<file path="config.mk">
export PLATFORM = sky130hd
export DESIGN_NAME = literal_escape_decoder_top_flat
export DESIGN_NICKNAME = d
export VERILOG_FILES = /design/src/rtl/core/led_pkg.sv /design/src/rtl/core/led_in_if.sv /design/src/rtl/core/led_out_if.sv /design/src/rtl/core/led_front.sv /design/src/rtl/core/led_queue.sv /design/src/rtl/core/led_back.sv /design/src/rtl/core/literal_escape_decoder_top.sv /design/src/flat_wrapper.sv
export SDC_FILE = /design/constraint.sdc
export NUM_CORES = 1
export LEC_CHECK = 0
export ABC_AREA = 1
export BUFFER_PORTS_ARGS = -buffer_cell sky130_fd_sc_hd__buf_2
export CAP_MARGIN = 20
export CORE_MARGIN = 2
export CORE_UTILIZATION = 50
export DETAILED_ROUTE_END_ITERATION = 6
export HOLD_SLACK_MARGIN = 0.1
export PLACE_DENSITY = 0.74
export RECOVER_POWER = 25
export SETUP_SLACK_MARGIN = 0.2
export SLEW_MARGIN = 15
export SYNTH_ARGS = -nofsm -noshare
export SYNTH_HDL_FRONTEND = slang
export SYNTH_HIERARCHICAL = 1
export SYNTH_SLANG_ARGS = --single-unit
export TNS_END_PERCENT = 20
</file>
<file path="constraint.sdc">
create_clock -name clk_i -period 3.5 [get_ports clk_i]
set_input_delay 0.35 -clock clk_i [delete_from_list [all_inputs] [get_ports clk_i]]
set_output_delay 0.35 -clock clk_i [all_outputs]
set_load 0.03 [all_outputs]
</file>
<file path="src/rtl/core/led_pkg.sv">
// Shared types and constants of the literal escape decoder.
package led_pkg;

  typedef enum logic [3:0] {
    PH_IDLE   = 4'd0,
    PH_LEAD   = 4'd1,
    PH_RAW    = 4'd2,
    PH_ESC    = 4'd3,
    PH_HEX    = 4'd4,
    PH_UBRACE = 4'd5,
    PH_UDIG   = 4'd6,
    PH_USKIP  = 4'd7,
    PH_CHECK  = 4'd8,
    PH_TAIL   = 4'd9
  } phase_e;

  localparam int unsigned VAL_W = 21;

  localparam logic [1:0] ERR_NONE  = 2'd0;
  localparam logic [1:0] ERR_RANGE = 2'd1;
  localparam logic [1:0] ERR_EXTRA = 2'd2;

  localparam logic [VAL_W-1:0] MAX_CODE  = 21'h10FFFF;
  localparam logic [VAL_W-1:0] ASCII_TOP = 21'h00007F;
  localparam logic [5:0]       CONT_MASK = 6'h3F;

  localparam int unsigned QDEPTH = 2;

  // one queued job: a single result, or a value to be sent as UTF-8
  typedef struct packed {
    logic [VAL_W-1:0] value;
    logic [1:0]       error_code;
    logic             encode;
  } job_t;

  typedef struct packed {
    logic valid;
    job_t job;
  } push_t;

  typedef struct packed {
    logic valid;
    job_t job;
  } head_t;

endpackage

</file>
<file path="src/rtl/core/led_in_if.sv">
// Input channel of the literal escape decoder: one token byte per item.
interface led_in_if;
  logic       valid;
  logic       ready;
  logic       mode;
  logic [7:0] char_byte;
  logic       end_of_token;

  modport source (output valid, mode, char_byte, end_of_token, input ready);
  modport sink   (input valid, mode, char_byte, end_of_token, output ready);
endinterface

</file>
<file path="src/rtl/core/led_out_if.sv">
// Output channel of the literal escape decoder: one decoded value per item.
interface led_out_if;
  logic        valid;
  logic        ready;
  logic [20:0] out_value;
  logic        last_of_run;
  logic [1:0]  error_code;

  modport source (output valid, out_value, last_of_run, error_code, input ready);
  modport sink   (input valid, out_value, last_of_run, error_code, output ready);
endinterface

</file>
<file path="src/rtl/core/led_front.sv">
// Front end: token byte classifier and escape decoder, emits at most one job per item.
module led_front (
  input  logic             clk_i,
  input  logic             rst_ni,
  led_in_if.sink           in_i,
  input  logic             q_full_i,
  output led_pkg::push_t   push_o
);
  import led_pkg::*;

  localparam logic [7:0] CH_BSLASH = 8'h5C;
  localparam logic [7:0] CH_DQUOTE = 8'h22;
  localparam logic [7:0] CH_SQUOTE = 8'h27;
  localparam logic [7:0] CH_RBRACE = 8'h7D;
  localparam logic [7:0] CH_X      = 8'h78;
  localparam logic [7:0] CH_U      = 8'h75;
  localparam logic [7:0] CH_N      = 8'h6E;
  localparam logic [7:0] CH_T      = 8'h74;
  localparam logic [7:0] CH_R      = 8'h72;

  function automatic logic [3:0] hex_value(input logic [7:0] b);
    logic [3:0] r;
    r = 4'd0;
    if (b >= 8'h30 && b <= 8'h39) r = 4'(b - 8'h30);
    else if (b >= 8'h61 && b <= 8'h66) r = 4'(b - 8'h61 + 8'd10);
    else if (b >= 8'h41 && b <= 8'h46) r = 4'(b - 8'h41 + 8'd10);
    return r;
  endfunction

  function automatic logic [2:0] seq_len(input logic [7:0] b);
    logic [2:0] r;
    r = 3'd1;
    if ((b & 8'hE0) == 8'hC0) r = 3'd2;
    else if ((b & 8'hF0) == 8'hE0) r = 3'd3;
    else if ((b & 8'hF8) == 8'hF0) r = 3'd4;
    return r;
  endfunction

  phase_e           phase_q, phase_d, phase_nx;
  logic [VAL_W-1:0] acc_q, acc_d;
  logic             hds_q, hds_d;
  logic [1:0]       pend_q, pend_d;

  logic             accept;
  logic             mode;
  logic [7:0]       b;
  logic             eot;
  logic [2:0]       n;
  logic [3:0]       hexv;
  logic [24:0]      t;
  logic             t_over;
  logic [1:0]       pend_dec;
  logic [VAL_W-1:0] acc_raw;
  logic [7:0]       hex_acc;
  logic [7:0]       esc_val;
  phase_e           fin_ph;

  assign in_i.ready = !q_full_i;
  assign accept     = in_i.valid && in_i.ready;
  assign mode       = in_i.mode;
  assign b          = in_i.char_byte;
  assign eot        = in_i.end_of_token;
  assign n          = seq_len(b);
  assign hexv       = hex_value(b);
  assign t          = {acc_q, 4'b0000} + {21'd0, hexv};
  assign t_over     = t > {4'd0, MAX_CODE};
  assign pend_dec   = pend_q - 2'd1;
  assign acc_raw    = {acc_q[14:0], b[5:0] & CONT_MASK};
  assign hex_acc    = {acc_q[3:0], hexv};
  assign fin_ph     = mode ? PH_CHECK : PH_LEAD;

  always_comb begin
    unique case (b)
      CH_N:      esc_val = 8'h0A;
      CH_T:      esc_val = 8'h09;
      CH_R:      esc_val = 8'h0D;
      CH_BSLASH: esc_val = CH_BSLASH;
      CH_SQUOTE: esc_val = CH_SQUOTE;
      CH_DQUOTE: esc_val = CH_DQUOTE;
      default:   esc_val = 8'h00;
    endcase
  end

  // next phase
  always_comb begin
    phase_nx = phase_q;
    unique case (phase_q)
      PH_IDLE:   phase_nx = PH_LEAD;
      PH_LEAD: begin
        if (b == CH_BSLASH) phase_nx = PH_ESC;
        else if (!mode && b == CH_DQUOTE) phase_nx = PH_TAIL;
        else if (n == 3'd1) phase_nx = mode ? PH_CHECK : PH_LEAD;
        else phase_nx = PH_RAW;
      end
      PH_RAW:    phase_nx = (pend_dec == 2'd0) ? fin_ph : PH_RAW;
      PH_ESC: begin
        if (b == CH_X) phase_nx = PH_HEX;
        else if (b == CH_U) phase_nx = PH_UBRACE;
        else phase_nx = fin_ph;
      end
      PH_HEX:    phase_nx = hds_q ? fin_ph : PH_HEX;
      PH_UBRACE: phase_nx = PH_UDIG;
      PH_UDIG: begin
        if (b == CH_RBRACE || eot) phase_nx = fin_ph;
        else if (t_over) phase_nx = PH_USKIP;
        else phase_nx = PH_UDIG;
      end
      PH_USKIP:  phase_nx = (b == CH_RBRACE) ? fin_ph : PH_USKIP;
      PH_CHECK:  phase_nx = PH_TAIL;
      PH_TAIL:   phase_nx = PH_TAIL;
      default:   phase_nx = PH_IDLE;
    endcase
    if (eot) phase_nx = PH_IDLE;
    phase_d = accept ? phase_nx : phase_q;
  end

  // datapath and job output
  always_comb begin
    acc_d                  = acc_q;
    hds_d                  = hds_q;
    pend_d                 = pend_q;
    push_o.valid           = 1'b0;
    push_o.job.value       = '0;
    push_o.job.error_code  = ERR_NONE;
    push_o.job.encode      = 1'b0;
    unique case (phase_q)
      PH_LEAD: begin
        if (b != CH_BSLASH && !(!mode && b == CH_DQUOTE)) begin
          if (!mode || n == 3'd1) begin
            push_o.valid     = 1'b1;
            push_o.job.value = {13'd0, b};
          end
          if (mode && n != 3'd1) acc_d = {13'd0, b & (8'h7F >> n)};
          if (n != 3'd1) pend_d = 2'(n - 3'd1);
        end
      end
      PH_RAW: begin
        pend_d = pend_dec;
        if (mode) begin
          acc_d = acc_raw;
          if (pend_dec == 2'd0) begin
            push_o.valid     = 1'b1;
            push_o.job.value = acc_raw;
          end
        end else begin
          push_o.valid     = 1'b1;
          push_o.job.value = {13'd0, b};
        end
      end
      PH_ESC: begin
        acc_d = '0;
        hds_d = 1'b0;
        if (b != CH_X && b != CH_U) begin
          push_o.valid      = 1'b1;
          push_o.job.value  = {13'd0, esc_val};
          push_o.job.encode = !mode;
        end
      end
      PH_HEX: begin
        acc_d = {13'd0, hex_acc};
        if (hds_q) begin
          hds_d             = 1'b0;
          push_o.valid      = 1'b1;
          push_o.job.value  = {13'd0, hex_acc};
          push_o.job.encode = !mode;
        end else begin
          hds_d = 1'b1;
        end
      end
      PH_UBRACE: acc_d = '0;
      PH_UDIG: begin
        if (b == CH_RBRACE || eot) begin
          push_o.valid      = 1'b1;
          push_o.job.value  = acc_q;
          push_o.job.encode = !mode;
        end else if (t_over) begin
          acc_d                 = '0;
          push_o.valid          = 1'b1;
          push_o.job.error_code = ERR_RANGE;
          push_o.job.encode     = !mode;
        end else begin
          acc_d = t[VAL_W-1:0];
        end
      end
      PH_CHECK: begin
        if (b != CH_SQUOTE && !eot) begin
          push_o.valid          = 1'b1;
          push_o.job.error_code = ERR_EXTRA;
        end
      end
      default: ;
    endcase
    if (eot) begin
      acc_d  = '0;
      hds_d  = 1'b0;
      pend_d = 2'd0;
    end
    if (!accept) begin
      acc_d        = acc_q;
      hds_d        = hds_q;
      pend_d       = pend_q;
      push_o.valid = 1'b0;
    end
  end

  always_ff @(posedge clk_i or negedge rst_ni) begin
    if (!rst_ni) begin
      phase_q <= PH_IDLE;
      acc_q   <= '0;
      hds_q   <= 1'b0;
      pend_q  <= 2'd0;
    end else begin
      phase_q <= phase_d;
      acc_q   <= acc_d;
      hds_q   <= hds_d;
      pend_q  <= pend_d;
    end
  end

endmodule

</file>
<file path="src/rtl/core/led_queue.sv">
// Two-entry job queue between the front end and the result sequencer.
module led_queue (
  input  logic           clk_i,
  input  logic           rst_ni,
  input  led_pkg::push_t push_i,
  output logic           full_o,
  input  logic           pop_i,
  output led_pkg::head_t head_o
);
  import led_pkg::*;

  localparam int unsigned PTR_W = $clog2(QDEPTH);
  localparam int unsigned CNT_W = $clog2(QDEPTH + 1);

  job_t             mem_q [QDEPTH];
  logic [PTR_W-1:0] wr_ptr_q, rd_ptr_q;
  logic [CNT_W-1:0] count_q, count_d;
  logic             do_push, do_pop;

  assign full_o      = count_q == CNT_W'(QDEPTH);
  assign head_o.valid = count_q != '0;
  assign head_o.job   = mem_q[rd_ptr_q];
  assign do_push     = push_i.valid && !full_o;
  assign do_pop      = pop_i && head_o.valid;

  always_comb begin
    count_d = count_q;
    if (do_push && !do_pop) count_d = count_q + CNT_W'(1);
    else if (!do_push && do_pop) count_d = count_q - CNT_W'(1);
  end

  always_ff @(posedge clk_i) begin
    if (do_push) mem_q[wr_ptr_q] <= push_i.job;
  end

  always_ff @(posedge clk_i or negedge rst_ni) begin
    if (!rst_ni) begin
      wr_ptr_q <= '0;
      rd_ptr_q <= '0;
      count_q  <= '0;
    end else begin
      count_q <= count_d;
      if (do_push) begin
        wr_ptr_q <= (wr_ptr_q == PTR_W'(QDEPTH - 1)) ? '0 : wr_ptr_q + PTR_W'(1);
      end
      if (do_pop) begin
        rd_ptr_q <= (rd_ptr_q == PTR_W'(QDEPTH - 1)) ? '0 : rd_ptr_q + PTR_W'(1);
      end
    end
  end

endmodule

</file>
<file path="src/rtl/core/led_back.sv">
// Back end: expands queued jobs into result items, UTF-8 encoding where asked.
module led_back (
  input  logic           clk_i,
  input  logic           rst_ni,
  input  led_pkg::head_t head_i,
  output logic           pop_o,
  led_out_if.source      out_o
);
  import led_pkg::*;

  logic             valid_q, valid_d;
  logic [VAL_W-1:0] value_q, value_d;
  logic             last_q, last_d;
  logic [1:0]       err_q, err_d;
  logic [1:0]       idx_q, idx_d;
  logic [1:0]       lm1;
  logic [1:0]       rem;
  logic [VAL_W-1:0] v, sh;
  logic [7:0]       byte_val;
  logic             slot_free;
  logic             is_last;

  assign v = head_i.job.value;

  always_comb begin
    lm1 = 2'd0;
    if (head_i.job.encode) begin
      if (v <= ASCII_TOP) lm1 = 2'd0;
      else if (v < 21'h000800) lm1 = 2'd1;
      else if (v < 21'h010000) lm1 = 2'd2;
      else lm1 = 2'd3;
    end
  end

  assign rem = lm1 - idx_q;

  always_comb begin
    case (rem)
      2'd0:    sh = v;
      2'd1:    sh = v >> 6;
      2'd2:    sh = v >> 12;
      default: sh = v >> 18;
    endcase
  end

  always_comb begin
    byte_val = {2'b10, sh[5:0] & CONT_MASK};
    if (idx_q == 2'd0) begin
      case (lm1)
        2'd1:    byte_val = {3'b110, sh[4:0]};
        2'd2:    byte_val = {4'b1110, sh[3:0]};
        2'd3:    byte_val = {5'b11110, sh[2:0]};
        default: byte_val = sh[7:0];
      endcase
    end
  end

  assign slot_free = !valid_q || out_o.ready;
  assign is_last   = idx_q == lm1;
  assign pop_o     = slot_free && head_i.valid && is_last;

  always_comb begin
    valid_d = valid_q;
    value_d = value_q;
    last_d  = last_q;
    err_d   = err_q;
    idx_d   = idx_q;
    if (slot_free) begin
      valid_d = head_i.valid;
      if (head_i.valid) begin
        value_d = (lm1 == 2'd0) ? v : {13'd0, byte_val};
        last_d  = is_last;
        err_d   = head_i.job.error_code;
        idx_d   = is_last ? 2'd0 : idx_q + 2'd1;
      end
    end
  end

  always_ff @(posedge clk_i) begin
    value_q <= value_d;
    last_q  <= last_d;
    err_q   <= err_d;
  end

  always_ff @(posedge clk_i or negedge rst_ni) begin
    if (!rst_ni) begin
      valid_q <= 1'b0;
      idx_q   <= 2'd0;
    end else begin
      valid_q <= valid_d;
      idx_q   <= idx_d;
    end
  end

  assign out_o.valid       = valid_q;
  assign out_o.out_value   = value_q;
  assign out_o.last_of_run = last_q;
  assign out_o.error_code  = err_q;

endmodule

</file>
<file path="src/rtl/core/literal_escape_decoder_top.sv">
// First result of an item goes through the job queue and the output register.
// Throughput: one item per cycle, one result per cycle, each unless stalled.
// An escape sent as UTF-8 holds the result sequencer for up to four bytes; the
// two-entry job queue can then fill, and input ready drops until it drains.
// Reset (async, active low) clears decoder phase, queue and output valid.
module literal_escape_decoder_top (
  input  logic      clk_i,
  input  logic      rst_ni,
  led_in_if.sink    in_i,
  led_out_if.source out_o
);
  import led_pkg::*;

  push_t push;
  head_t head;
  logic  q_full;
  logic  pop;

  led_front u_front (
    .clk_i    (clk_i),
    .rst_ni   (rst_ni),
    .in_i     (in_i),
    .q_full_i (q_full),
    .push_o   (push)
  );

  led_queue u_queue (
    .clk_i  (clk_i),
    .rst_ni (rst_ni),
    .push_i (push),
    .full_o (q_full),
    .pop_i  (pop),
    .head_o (head)
  );

  led_back u_back (
    .clk_i  (clk_i),
    .rst_ni (rst_ni),
    .head_i (head),
    .pop_o  (pop),
    .out_o  (out_o)
  );

endmodule

</file>
<file path="src/flat_wrapper.sv">
// flat-port wrapper written by rule: the top's interface ports become plain ports
module literal_escape_decoder_top_flat import led_pkg::*;
  (clk_i, rst_ni, in_i_valid, in_i_mode, in_i_char_byte, in_i_end_of_token, in_i_ready, out_o_valid, out_o_out_value, out_o_last_of_run, out_o_error_code, out_o_ready);
  led_in_if in_i_i ();
  led_out_if out_o_i ();
  input  logic clk_i;
  input  logic rst_ni;
  input wire logic [$bits(in_i_i.valid)-1:0] in_i_valid;
  input wire logic [$bits(in_i_i.mode)-1:0] in_i_mode;
  input wire logic [$bits(in_i_i.char_byte)-1:0] in_i_char_byte;
  input wire logic [$bits(in_i_i.end_of_token)-1:0] in_i_end_of_token;
  output wire logic [$bits(in_i_i.ready)-1:0] in_i_ready;
  output wire logic [$bits(out_o_i.valid)-1:0] out_o_valid;
  output wire logic [$bits(out_o_i.out_value)-1:0] out_o_out_value;
  output wire logic [$bits(out_o_i.last_of_run)-1:0] out_o_last_of_run;
  output wire logic [$bits(out_o_i.error_code)-1:0] out_o_error_code;
  input wire logic [$bits(out_o_i.ready)-1:0] out_o_ready;
  assign in_i_i.valid = in_i_valid;
  assign in_i_i.mode = in_i_mode;
  assign in_i_i.char_byte = in_i_char_byte;
  assign in_i_i.end_of_token = in_i_end_of_token;
  assign in_i_ready = in_i_i.ready;
  assign out_o_valid = out_o_i.valid;
  assign out_o_out_value = out_o_i.out_value;
  assign out_o_last_of_run = out_o_i.last_of_run;
  assign out_o_error_code = out_o_i.error_code;
  assign out_o_i.ready = out_o_ready;
  literal_escape_decoder_top u_core (.clk_i(clk_i), .rst_ni(rst_ni), .in_i(in_i_i), .out_o(out_o_i));
endmodule
</file>
==> run summary <==
Async SR Flop Fraction: 32.7%
Final nets: 859
I/O pin count: 40
Via-per-instance ratio: 5.56
Max_cap viols: 1
Fmax: 329 MHz
Number of antenna violations at the first check in global routing: 0
Hpwl dp: 11.9 mm
Die Y: 120 um
Clk root buf: clkbuf_16
Core ar.: 13100 um^2
Main synth FF type: edfxtp_1
Overflow after GRT: 0
Largest net degree at the start of global routing: 36
Routed WL: 16.3 mm
Critical path's top delay family: simple AND/OR/NAND/NOR gates
Wire length per cell: 16.1 um
Fin Hold WS: 264 ps
# hold bufs at CTS: 0
Slowest CP cell: dfrtp_1
Area leader, netlist: edfxtp_1
Slew margin rel.: -44.1%
Clk slew on worst S/H paths: 70 ps
CTS buffer count: 9
Vias: 5633
Row count: 42
Fin. max-slew vios: 36
Worst Hold Launch: out_o_ready
Unrepaired setup endpoints after global routing: false
Final Skew: 7.32 ps
Initial detailed-routing violation count: 798
H-tree Lvls: 3
DIE AREA: 14300 um^2
Startpoint Class: flop
CP peak stage delay: 500 ps
Top fanout value on the critical path: 25
Hold Path Class: in -> reg
Worst Setup SP: u_core/u_queue/rd_ptr_q
Final min period: 3040 ps
Port-buffer cells: 39
Final setup vio count: 0
Final Non-Filler Cells: 1014
Routed Antenna Nets: 0
CTS tree: yes
Final Power: 5.57 mW
First-pass GRT wire length: 26.7 mm
Die X: 120 um
Critical Path AT: 3290 ps
Final worst path period share: 86.9%
VDD IR max: 0.000325 V
Fin. Hold Viols: 0
Main area contributors after synthesis: edfxtp_1, dfrtp_1, nand2_1, nand3_1, nand2_4
Gr usage total: 23.9%
Worst path cell trace: inv_8 -> nand2_4 -> nand2_2 -> nor2_1 -> nand2_1 -> inv_1 -> nand4_1 -> nand2_2 -> inv_2 -> nand2_1 -> ha_1 -> inv_1 -> nor2_1 -> inv_1 -> nor2_1 -> nand2_2 -> ha_1 -> inv_1 -> nand3_1 -> nand2_1 -> nand2_1
Unique cell type count in the Yosys netlist: 47
# diodes: 0
Cell with the most instances after synthesis: nand2_1
Crit Path Category: reg -> reg
Initial Util: 51.0%
GP Congestion: 0.988
CP Capture Type: flop
Post-synthesis sequential area ratio: 45.3%
Syn Area/Cell: 8.38 um^2
Yosys Warn Count: 6
Post-synth top cells: nand2_1, inv_1, edfxtp_1, nand3_1, nor2_1
Clock Latency Late Sink: 360 ps
Share of cells above drive strength 1: 18.1%
Sink Count: 107
Worst r2r src: u_core/u_queue/rd_ptr_q
Critical Path RT: 3750 ps
Post-Synthesis Cells: 799
Post-CTS setup buffers: 0
#FFs+latches synth: 107
DRT Pass-1 Iters: 6
P&R area growth vs syn: 8.29%
Syn nets: 825
Top-area cell type share of the netlist area: 32.3%
Clock buffer depth: 2
Residual DRC: 0
Failing checks: max-capacitance violations, max-slew violations
Post-CTS Resized: 0
Vias in the first global route: 5395
PwrDens: 767 nW/um^2
EDFF count, synth: 72
Status: complete, but fails checks
Tightest Pin Transition: 2160 ps
Leak: 3.18 nW
Placed cell count: 998
Final setup TNS: 0 ps
Synthesized cell area: 6700 um^2
Buf+Inv Stages, Crit Path: 6
==> through the flow <==
stage | worst slack (ps) | area (um^2) | util (%)
2_1_floorplan | 245 | 6700 | -
3_3_place_gp | 478 | 7010 | 53.3
3_5_place_dp | 404 | 7010 | 53.3
4_1_cts | 471 | 7290 | 55.5
5_1_grt | 227 | 7250 | 55.2
6_report | 458 | 7250 | 55.2
==> tightest hold or removal path: stages <==
cell     delay (ps)
buf_2            70
inv_1            30
nand2_1          80
nand2_1          50
==> where the power goes <==
| part | internal (mW) | switching [mW] |
|---|---|---|
| clock | 0.492 | 0.482 |
| sequential | 1.79 | 0.187 |
| combinational | 0.737 | 1.88 |
==> kinds of logic after synthesis <==
logic type / after synthesis / share of synthesized area, %
AND/OR/NAND/NOR: 463 / 34.6
buffers and inverters: 117 / 8.37
flip-flops: 107 / 45.3
AO/OA/AOI/OAI: 99 / 9.30
adder cells (fa/ha/maj): 12 / 2.24
XOR/XNOR: 1 / 0.131
==> state kept, by name, summed over array words and instances (netlist names) <==
name / count
u_core/u_queue/mem_q: 48
u_core/u_back/out_o.out_value: 21
u_core/u_front/acc_q: 21
u_core/u_front/phase_q: 4
u_core/u_back/idx_q: 2
u_core/u_back/out_o.error_code: 2
u_core/u_front/pend_q: 2
u_core/u_queue/count_q: 2
u_core/u_back/out_o.last_of_run: 1
u_core/u_back/out_o.valid: 1
u_core/u_front/hds_q: 1
u_core/u_queue/rd_ptr_q: 1
u_core/u_queue/wr_ptr_q: 1
==> cell usage in the layout (no fill, tap or decap), types with 12 or more instances in the layout <==
master	n
ha_1	12
nand3_1	72
nand2_1	215
clkbuf_1	24
o21ai_0	24
nand2_4	26
nand2_2	38
edfxtp_1	72
buf_2	16
inv_1	75
dfrtp_1	35
nand4_1	14
nor2_1	63
a21oi_1	21
==> worst paths after layout <==
path	endpoint	slack [ps]	depth (start not counted)
worst max-delay path	u_core/u_queue/count_q[1]	460	21
worst min-delay path	u_core/u_back/out_o.valid	260	4
worst max register to register	u_core/u_queue/count_q[1]	460	21
worst min register to register	u_core/u_queue/count_q[1]	480	2
max in group asynchronous	u_core/u_queue/count_q[1]	1650	1
min in group asynchronous	u_core/u_front/phase_q[3]	630	1
==> routing by layer <==
| layer | global-route usage, % | part of all wire, % | vias up |
|---|---|---|---|
| li1 | - | - | 2714 |
| met1 | 31.2 | 42 | 2597 |
| met2 | 39.1 | 47 | 264 |
| met3 | 4.75 | 7.1 | 58 |
| met4 | 9.78 | 3.5 | 0 |
| met5 | 0 | 0 | - |
==> area by class of cell <==
class / instances / area [um^2]
timing repair buffer: 48 / 259
clock inverter: 6 / 50.0
multi-input combinational: 575 / 3100
sequential: 107 / 3040
fill: 1242 / 5880
inverter: 92 / 358
tap: 176 / 220
clock buffer: 10 / 229
(Power assumes the default switching activity.)
